<file path="config.mk">
export PLATFORM = sky130hd
export DESIGN_NAME = channel_data_presence_tracker
export DESIGN_NICKNAME = d
export VERILOG_FILES = /design/src/hw/rtl/chdp_pkg.sv /design/src/hw/rtl/chdp_slot.sv /design/src/hw/rtl/chdp_window.sv /design/src/hw/rtl/chdp_status.sv /design/src/hw/rtl/channel_data_presence_tracker.sv
export SDC_FILE = /design/constraint.sdc
export NUM_CORES = 1
export LEC_CHECK = 0
export ABC_AREA = 0
export BUFFER_PORTS_ARGS = -buffer_cell sky130_fd_sc_hd__buf_2
export CAP_MARGIN = 10
export CORE_UTILIZATION = 60
export CTS_CLUSTER_DIAMETER = 30
export DETAILED_ROUTE_END_ITERATION = 10
export PLACE_DENSITY = 0.79
export SKIP_CTS_REPAIR_TIMING = 1
export SYNTH_ARGS = -nofsm -noshare
export SYNTH_HDL_FRONTEND = slang
export SYNTH_SLANG_ARGS = --single-unit
export TNS_END_PERCENT = 100
</file>
<file path="constraint.sdc">
create_clock -name i_clk -period 19.5 [get_ports i_clk]
set_input_delay 3.9 -clock i_clk [delete_from_list [all_inputs] [get_ports i_clk]]
set_output_delay 3.9 -clock i_clk [all_outputs]
set_load 0.02 [all_outputs]
</file>
<file path="src/hw/rtl/chdp_pkg.sv">
package chdp_pkg;

    // Presence window length in seconds (range 2 to 4096).
    localparam int WINDOW_SECONDS = 300;

    localparam int SLOTW = (WINDOW_SECONDS > 1) ? $clog2(WINDOW_SECONDS) : 1;
    localparam int CNTW  = $clog2(WINDOW_SECONDS + 1);

    // Fold the 32-bit second into a short word that keeps its residue:
    // each byte is weighted by 256**i mod WINDOW_SECONDS.
    localparam int FOLD_C0 = 1;
    localparam int FOLD_C1 = 256 % WINDOW_SECONDS;
    localparam int FOLD_C2 = 65536 % WINDOW_SECONDS;
    localparam int FOLD_C3 = 16777216 % WINDOW_SECONDS;
    localparam int FOLD_MAX = 255 * (FOLD_C0 + FOLD_C1 + FOLD_C2 + FOLD_C3);
    localparam int XW = $clog2(FOLD_MAX + 1);

    // Reciprocal for an exact floor(x / WINDOW_SECONDS) over x < 2**XW.
    localparam int SHIFT_K = XW + SLOTW;
    localparam int MW = XW + 1;
    localparam logic [63:0] RECIP_FULL =
        ((64'd1 << SHIFT_K) + 64'(WINDOW_SECONDS) - 64'd1) / 64'(WINDOW_SECONDS);
    localparam logic [MW-1:0] RECIP_M = RECIP_FULL[MW-1:0];
    localparam int PW = XW + MW;
    localparam int QW = PW - SHIFT_K;

    // Run counters saturate at 65536.
    localparam int RUN_W = 17;
    localparam logic [RUN_W-1:0] RUN_MAX = 17'h10000;

    typedef enum logic [1:0] {
        CFG_ZEROS_TO_INACTIVE     = 2'd0,
        CFG_SECONDS_TO_ACTIVE     = 2'd1,
        CFG_ZEROS_TO_FORGET       = 2'd2,
        CFG_MIN_SECONDS_IN_WINDOW = 2'd3
    } t_cfg_idx;

    typedef struct packed {
        logic [15:0] rate_count;
        logic [31:0] gps_second;
    } t_in_beat;

    typedef struct packed {
        logic       data_present;
        logic       channel_active;
        logic       was_active;
        logic [8:0] seconds_in_window;
    } t_out_beat;

    typedef struct packed {
        logic             rd_en;
        logic [SLOTW-1:0] rd_addr;
        logic             wr_en;
        logic [SLOTW-1:0] wr_addr;
        logic             wr_data;
    } t_win_req;

    typedef struct packed {
        logic       channel_active;
        logic       was_active;
        logic [8:0] seconds_in_window;
    } t_status;

endpackage

</file>
<file path="src/hw/rtl/chdp_slot.sv">
module chdp_slot (
    input  logic                          i_clk,
    input  logic                          i_rst_n,
    input  logic                          i_accept,
    input  chdp_pkg::t_in_beat            i_data,
    input  logic                          i_take,
    output logic                          o_ready,
    output logic                          o_valid,
    output logic                          o_present,
    output logic [chdp_pkg::SLOTW-1:0]    o_slot
);
    import chdp_pkg::*;

    localparam logic [XW-1:0] K0 = XW'(FOLD_C0);
    localparam logic [XW-1:0] K1 = XW'(FOLD_C1);
    localparam logic [XW-1:0] K2 = XW'(FOLD_C2);
    localparam logic [XW-1:0] K3 = XW'(FOLD_C3);
    localparam logic [XW-1:0] W_X = XW'(WINDOW_SECONDS);

    logic          r_a_v, r_b_v, r_c_v;
    logic          r_a_present, r_b_present, r_c_present;
    logic [31:0]   r_a_sec;
    logic [XW-1:0] r_b_x, r_c_x;
    logic [QW-1:0] r_c_q;

    logic          ready_a, ready_b, ready_c;
    logic [XW-1:0] n_x;
    logic [PW-1:0] prod;
    logic [XW-1:0] rem_x;

    assign ready_c = !r_c_v || i_take;
    assign ready_b = !r_b_v || ready_c;
    assign ready_a = !r_a_v || ready_b;
    assign o_ready = ready_a;

    // Byte fold: keeps the residue modulo the window length.
    assign n_x = XW'(r_a_sec[7:0])   * K0 + XW'(r_a_sec[15:8])  * K1
               + XW'(r_a_sec[23:16]) * K2 + XW'(r_a_sec[31:24]) * K3;

    assign prod  = PW'(r_b_x) * PW'(RECIP_M);
    assign rem_x = r_c_x - XW'(XW'(r_c_q) * W_X);

    assign o_valid   = r_c_v;
    assign o_present = r_c_present;
    assign o_slot    = rem_x[SLOTW-1:0];

    always_ff @(posedge i_clk) begin
        if (!i_rst_n) begin
            r_a_v <= 1'b0;
            r_b_v <= 1'b0;
            r_c_v <= 1'b0;
        end else begin
            if (ready_a) r_a_v <= i_accept;
            if (ready_b) r_b_v <= r_a_v;
            if (ready_c) r_c_v <= r_b_v;
        end
    end

    always_ff @(posedge i_clk) begin
        if (ready_a && i_accept) begin
            r_a_present <= (i_data.rate_count != 16'd0);
            r_a_sec     <= i_data.gps_second;
        end
        if (ready_b && r_a_v) begin
            r_b_present <= r_a_present;
            r_b_x       <= n_x;
        end
        if (ready_c && r_b_v) begin
            r_c_present <= r_b_present;
            r_c_x       <= r_b_x;
            r_c_q       <= prod[PW-1:SHIFT_K];
        end
    end

endmodule

</file>
<file path="src/hw/rtl/chdp_window.sv">
module chdp_window (
    input  logic               i_clk,
    input  logic               i_rst_n,
    input  chdp_pkg::t_win_req i_req,
    output logic               o_old,
    output logic               o_busy
);
    import chdp_pkg::*;

    logic             r_mem [0:WINDOW_SECONDS-1];
    logic             r_rd;
    logic             r_clr_busy;
    logic [SLOTW-1:0] r_clr_addr;

    assign o_old  = r_rd;
    assign o_busy = r_clr_busy;

    // Clear one slot per cycle after reset.
    always_ff @(posedge i_clk) begin
        if (!i_rst_n) begin
            r_clr_busy <= 1'b1;
            r_clr_addr <= '0;
        end else if (r_clr_busy) begin
            if (r_clr_addr == SLOTW'(WINDOW_SECONDS - 1)) begin
                r_clr_busy <= 1'b0;
            end
            r_clr_addr <= r_clr_addr + 1'b1;
        end
    end

    always_ff @(posedge i_clk) begin
        if (r_clr_busy) begin
            r_mem[r_clr_addr] <= 1'b0;
        end else if (i_req.wr_en) begin
            r_mem[i_req.wr_addr] <= i_req.wr_data;
        end
    end

    // Forward a write to the same slot in the same cycle.
    always_ff @(posedge i_clk) begin
        if (i_req.rd_en) begin
            if (i_req.wr_en && (i_req.wr_addr == i_req.rd_addr)) begin
                r_rd <= i_req.wr_data;
            end else begin
                r_rd <= r_mem[i_req.rd_addr];
            end
        end
    end

endmodule

</file>
<file path="src/hw/rtl/chdp_status.sv">
module chdp_status (
    input  logic              i_clk,
    input  logic              i_rst_n,
    input  logic              i_cfg_we,
    input  logic [1:0]        i_cfg_idx,
    input  logic [15:0]       i_cfg_data,
    input  logic              i_commit,
    input  logic              i_present,
    input  logic              i_old,
    output chdp_pkg::t_status o_stat
);
    import chdp_pkg::*;

    localparam int CMPW = (CNTW > 9) ? CNTW : 9;

    logic [15:0]      r_zeros_to_inactive;
    logic [15:0]      r_seconds_to_active;
    logic [15:0]      r_zeros_to_forget;
    logic [8:0]       r_min_seconds;

    logic [RUN_W-1:0] r_zero_run, n_zero_run;
    logic [RUN_W-1:0] r_processed, n_processed;
    logic             r_active, n_active;
    logic             r_was_active, n_was_active;
    logic [CNTW-1:0]  r_count, n_count;
    logic [CMPW-1:0]  cnt_ext;
    logic             pre_active, pre_was;

    function automatic logic [RUN_W-1:0] sat_inc(input logic [RUN_W-1:0] v);
        return (v < RUN_MAX) ? v + 1'b1 : v;
    endfunction

    always_comb begin
        n_zero_run = i_present ? '0 : sat_inc(r_zero_run);

        n_count = r_count;
        if (i_old && !i_present) begin
            n_count = r_count - 1'b1;
        end else if (!i_old && i_present) begin
            n_count = r_count + 1'b1;
        end

        pre_active  = r_active;
        pre_was     = r_was_active;
        n_processed = r_processed;
        if (n_zero_run > RUN_W'(r_zeros_to_inactive)) begin
            pre_active = 1'b0;
        end else if (r_processed > RUN_W'(r_seconds_to_active)) begin
            pre_active  = 1'b1;
            pre_was     = 1'b1;
            n_processed = sat_inc(r_processed);
        end else if (!r_active && r_was_active && (n_zero_run == '0)) begin
            pre_active  = 1'b1;
            n_processed = sat_inc(r_processed);
        end else if (n_zero_run > RUN_W'(r_zeros_to_forget)) begin
            pre_was     = 1'b0;
            n_processed = '0;
        end else if (n_zero_run == '0) begin
            pre_active  = 1'b0;
            n_processed = sat_inc(r_processed);
        end

        cnt_ext = CMPW'(n_count);
        if (cnt_ext < CMPW'(r_min_seconds)) begin
            n_active     = 1'b0;
            n_was_active = 1'b0;
        end else begin
            n_active     = pre_active;
            n_was_active = pre_was;
        end

        o_stat.channel_active    = n_active;
        o_stat.was_active        = n_was_active;
        o_stat.seconds_in_window = (cnt_ext > CMPW'(511)) ? 9'h1FF : cnt_ext[8:0];
    end

    always_ff @(posedge i_clk) begin
        if (!i_rst_n) begin
            r_zeros_to_inactive <= 16'd10;
            r_seconds_to_active <= 16'd100;
            r_zeros_to_forget   <= 16'd300;
            r_min_seconds       <= 9'd200;
        end else if (i_cfg_we) begin
            case (i_cfg_idx)
                CFG_ZEROS_TO_INACTIVE:     r_zeros_to_inactive <= i_cfg_data;
                CFG_SECONDS_TO_ACTIVE:     r_seconds_to_active <= i_cfg_data;
                CFG_ZEROS_TO_FORGET:       r_zeros_to_forget   <= i_cfg_data;
                CFG_MIN_SECONDS_IN_WINDOW: r_min_seconds       <= i_cfg_data[8:0];
                default: ;
            endcase
        end
    end

    always_ff @(posedge i_clk) begin
        if (!i_rst_n) begin
            r_zero_run   <= '0;
            r_processed  <= '0;
            r_active     <= 1'b0;
            r_was_active <= 1'b0;
            r_count      <= '0;
        end else if (i_commit) begin
            r_zero_run   <= n_zero_run;
            r_processed  <= n_processed;
            r_active     <= n_active;
            r_was_active <= n_was_active;
            r_count      <= n_count;
        end
    end

endmodule

</file>
<file path="src/hw/rtl/channel_data_presence_tracker.sv">
// Channel      | Direction | Handshake             | Beat
// -------------+-----------+-----------------------+-------------------------------
// input        | in        | i_in_valid/o_in_stall | rate_count, gps_second
// result       | out       | o_out_valid/i_out_stall | present, active, was_active, count
// config       | in        | i_cfg_we              | i_cfg_idx, i_cfg_data
//
// One beat per clock, sustained while no stall is raised. From acceptance to o_out_valid
// a beat passes slot fold, reciprocal multiply, window read, status update.
// After reset the window is cleared one slot per cycle, all WINDOW_SECONDS slots,
// with o_in_stall high; config writes are taken throughout.
// Stalls only back up into empty stages, so bubbles are filled while a result
// waits on i_out_stall.
module channel_data_presence_tracker (
    input  logic                i_clk,
    input  logic                i_rst_n,
    input  logic                i_in_valid,
    output logic                o_in_stall,
    input  chdp_pkg::t_in_beat  i_in_data,
    output logic                o_out_valid,
    input  logic                i_out_stall,
    output chdp_pkg::t_out_beat o_out_data,
    input  logic                i_cfg_we,
    input  logic [1:0]          i_cfg_idx,
    input  logic [15:0]         i_cfg_data
);
    import chdp_pkg::*;

    logic             slot_ready, slot_valid, slot_present;
    logic [SLOTW-1:0] slot_idx;
    logic             win_busy, win_old;
    t_win_req         win_req;
    t_status          stat;

    // Update stage: holds the slot while its old window bit is read.
    logic             r_d_v;
    logic             r_d_present;
    logic [SLOTW-1:0] r_d_slot;

    logic             r_out_v;
    t_out_beat        r_out;

    logic out_ready, d_ready, commit, accept;

    assign out_ready  = !r_out_v || !i_out_stall;
    assign d_ready    = !r_d_v || out_ready;
    assign commit     = r_d_v && out_ready;
    assign o_in_stall = !slot_ready || win_busy;
    assign accept     = i_in_valid && !o_in_stall;

    chdp_slot u_slot (
        .i_clk     (i_clk),
        .i_rst_n   (i_rst_n),
        .i_accept  (accept),
        .i_data    (i_in_data),
        .i_take    (d_ready),
        .o_ready   (slot_ready),
        .o_valid   (slot_valid),
        .o_present (slot_present),
        .o_slot    (slot_idx)
    );

    // Read the slot as the beat enters the update stage; write it back on commit.
    always_comb begin
        win_req.rd_en   = slot_valid && d_ready;
        win_req.rd_addr = slot_idx;
        win_req.wr_en   = commit;
        win_req.wr_addr = r_d_slot;
        win_req.wr_data = r_d_present;
    end

    chdp_window u_window (
        .i_clk   (i_clk),
        .i_rst_n (i_rst_n),
        .i_req   (win_req),
        .o_old   (win_old),
        .o_busy  (win_busy)
    );

    chdp_status u_status (
        .i_clk      (i_clk),
        .i_rst_n    (i_rst_n),
        .i_cfg_we   (i_cfg_we),
        .i_cfg_idx  (i_cfg_idx),
        .i_cfg_data (i_cfg_data),
        .i_commit   (commit),
        .i_present  (r_d_present),
        .i_old      (win_old),
        .o_stat     (stat)
    );

    always_ff @(posedge i_clk) begin
        if (!i_rst_n) begin
            r_d_v   <= 1'b0;
            r_out_v <= 1'b0;
        end else begin
            if (d_ready) r_d_v <= slot_valid;
            if (out_ready) r_out_v <= r_d_v;
        end
    end

    // Advance payloads; hold them while the next stage is stalled.
    always_ff @(posedge i_clk) begin
        if (d_ready && slot_valid) begin
            r_d_present <= slot_present;
            r_d_slot    <= slot_idx;
        end
        if (commit) begin
            r_out.data_present      <= r_d_present;
            r_out.channel_active    <= stat.channel_active;
            r_out.was_active        <= stat.was_active;
            r_out.seconds_in_window <= stat.seconds_in_window;
        end
    end

    assign o_out_valid = r_out_v;
    assign o_out_data  = r_out;

endmodule

</file>
==> results.toml <==
[worst_setup_path]
critPathSlowestCell = "a21oi_1"
path_cells = "buf_2, and3_1, and3_1, a21oi_1, inv_1, buf_2"
critPathMaxStageDelay_ps = 510
path_max_fanout = 5
worstPathArrival_ps = 5380
cp-startpoint = "i_out_stall"
rr_startpoint = "u_slot.r_b_x[15]"
cp-start-kind = "input pin"
cp-end-kind = "primary output"
crit_required_ps = 15600
crit_type = "in -> out"

[synthesis]
ys.warnings.count = 0
ys.flop_type = "edfxtp_1"
yosysSeqAreaShare_pct = 48.5
postSynthCellCount = 2562
ys_async_sr_fraction_pct = 0
yosys.area.top_type = "edfxtp_1"
synthDominantCellAreaShare_pct = 40.4
synth_area_mm2 = 0.0291
ys_types = 73
synth_edf_count = 391
synth_fp_nets = 2978
synth_area_leaders = "edfxtp_1 40%, ha_1 9.9%, dfxtp_1 8.1%"
synth-seq-cells = 508
avgSynthCellArea_um2 = 11.3

[sta]
fmax_mhz = 108
setup_viol = 0
fin_ws_ps = 10220
tightest_slew_ps = 1310
setup_tns_ps = 0
fin_skew_ps = 21.9
grt_setup_unrepaired = "false"
fin_crit_sh_pct = 47.6
slew_violations = 0
finalCriticalPeriod_ps = 9280
whs_ps = 417
slew_headroom_pct = 11.8
finalHoldViolations = 0

[cells_and_area]
finalNetCount = 3073
fin_util_pct = 70.0
areaGrowthSynthToFinish_pct = 14.9
layout-drive-gt1-share_pct = 13.9
antenna_cells = 0
final_common_cell = "edfxtp_1"
layout_common_cells = "391 x edfxtp_1, 382 x nor2_1, 286 x inv_1, 233 x nand2_1, 230 x ha_1"
fill_cells = 3090

[clock_tree]
cts_tree = "done"
cts_buffers = 98
root_buffer = "clkbuf_16"
clock_latency_ps = 640
h-tree-depth = 3
clock_path_buffers = 3
cts_sinks = 508
path_clk_slew_ps = 50

[status]
status = "completed"

[global_route]
grt_first_pass_wirelength_mm = 109
antenna_found_initial = 0
grt_max_degree = 301
overflow = 0
grt_pass1_vias = 20891
grt_usage_pct = 28.5

[pwr]
power_leakage_nw = 13.2
p_int_mw = 2.28
p_sw_share_pct = 21.9
power.density_mw_per_mm2 = 87.3
seqPwrFrac_pct = 39.8
ir_drop_uv = 70.5
pwr-share-comb_pct = 1.6
p_sw_uw = 639
clockPowerShare_pct = 58.6

[placement]
gp_congestion = 0.896
place_ws_ps = 10320
port_buffers = 84
hpwlAfterDp_mm = 43.5

[drt]
wire_per_inst_um = 20.6
ant_nets = 0
drtIter0Drc = 1936
routed_via_density = 6.08
first_pass_iters = 6
drc_errors = 0
dr_total_vias = 20403
wl_mm = 69.2

[floorplan]
die_x_um = 222
initial_core_util_pct = 60.9
coreArea_mm2 = 0.0477
io-pin-count = 85
die_y_um = 222
placementRows = 80
dieArea_mm2 = 0.0493

[hold_path]
hold_path.class = "reg -> reg"
hold_start = "u_slot.r_a_sec[2]"

[job]
maxCapViolCount = 0
[cell usage after synthesis, types with 18 or more instances]
| cell | n |
|---|---|
| a21oi_1 | 130 |
| nor2_1 | 382 |
| nor3_1 | 20 |
| o21ai_0 | 46 |
| xnor2_1 | 44 |
| nand3_1 | 31 |
| nand4_1 | 22 |
| mux4_2 | 82 |
| ha_1 | 230 |
| inv_1 | 286 |
| fa_1 | 115 |
| clkbuf_1 | 87 |
| xor2_1 | 32 |
| o31ai_1 | 18 |
| or4_1 | 19 |
| nor2b_1 | 27 |
| nand2_1 | 233 |
| edfxtp_1 | 391 |
| dfxtp_1 | 117 |
[critical path: cells and delay by family]
family                 cells  cell delay [ps]
and+or+nand+nor            2              560
AOI/OAI and AO/OA          1              510
buffers and inverters      3              410
[routing by layer]
| layer | wire length, µm | track usage, % |
|---|---|---|
| met5 | 0 | 0 |
| met4 | 2560 | 11.8 |
| met3 | 5570 | 5.61 |
| met2 | 35000 | 49.6 |
| met1 | 26100 | 34.6 |
[power groups by stage]
stage | clock [mW] | combinational (mW) | sequential, mW
after floorplan | 0 | 0.0260 | 1.18
after global placement | 0 | 0.0438 | 1.18
after detailed placement | 0 | 0.0460 | 1.18
after CTS | 1.72 | 0.0468 | 1.16
after global routing | 1.76 | 0.0517 | 1.16
final | 1.71 | 0.0478 | 1.16
[worst paths after layout]
path	endpoint	slack (ps)	cells past startpoint
setup reg to reg	u_slot.r_c_q[6]	13130	19
hold / removal	u_slot.r_b_x[2]	420	0
setup / recovery	o_in_stall	10220	6
hold reg to reg	u_slot.r_b_x[2]	420	0
[through the flow]
stage,total power [mW],std cells,cell area [µm²]
final,2.92,3356,33400
after global routing,2.98,3356,33400
after CTS,2.93,3354,33400
after detailed placement,1.23,3170,30000
after global placement,1.23,3170,30000
after floorplan,1.21,2562,29100
[registers in the layout, indices dropped and copies added, names as in the netlist, 12 cells and up]
signal                        count
u_window.r_mem                  300
u_slot.r_a_sec                   32
u_slot.r_b_x                     17
u_status.r_processed             17
u_status.r_zero_run              17
u_status.r_seconds_to_active     16
u_status.r_zeros_to_forget       16
u_status.r_zeros_to_inactive     16
o_out_data                       12
[logic make-up after synthesis]
logic type | after synthesis | synth area share [%]
AOI/OAI and AO/OA | 314 | 6.70
xor gates and xnor gates | 78 | 2.45
adders and majority gates | 345 | 17.8
buffers and inverters | 396 | 5.16
DFF | 508 | 48.5
muxes | 96 | 6.86
and+or+nand+nor | 825 | 12.6
[layout make-up]
class / instances / area, µm² / share of cell area [%]
Sequential cell: 508 / 14100 / 42.2
Multi-Input combinational cell: 1658 / 13500 / 40.4
Clock buffer: 111 / 2590 / 7.76
Inverter: 288 / 1080 / 3.24
Clock inverter: 73 / 797 / 2.39
Tap cell: 615 / 769 / 2.30
Timing Repair Buffer: 103 / 577 / 1.73
No activity file was read; power rests on OpenSTA's default activity.
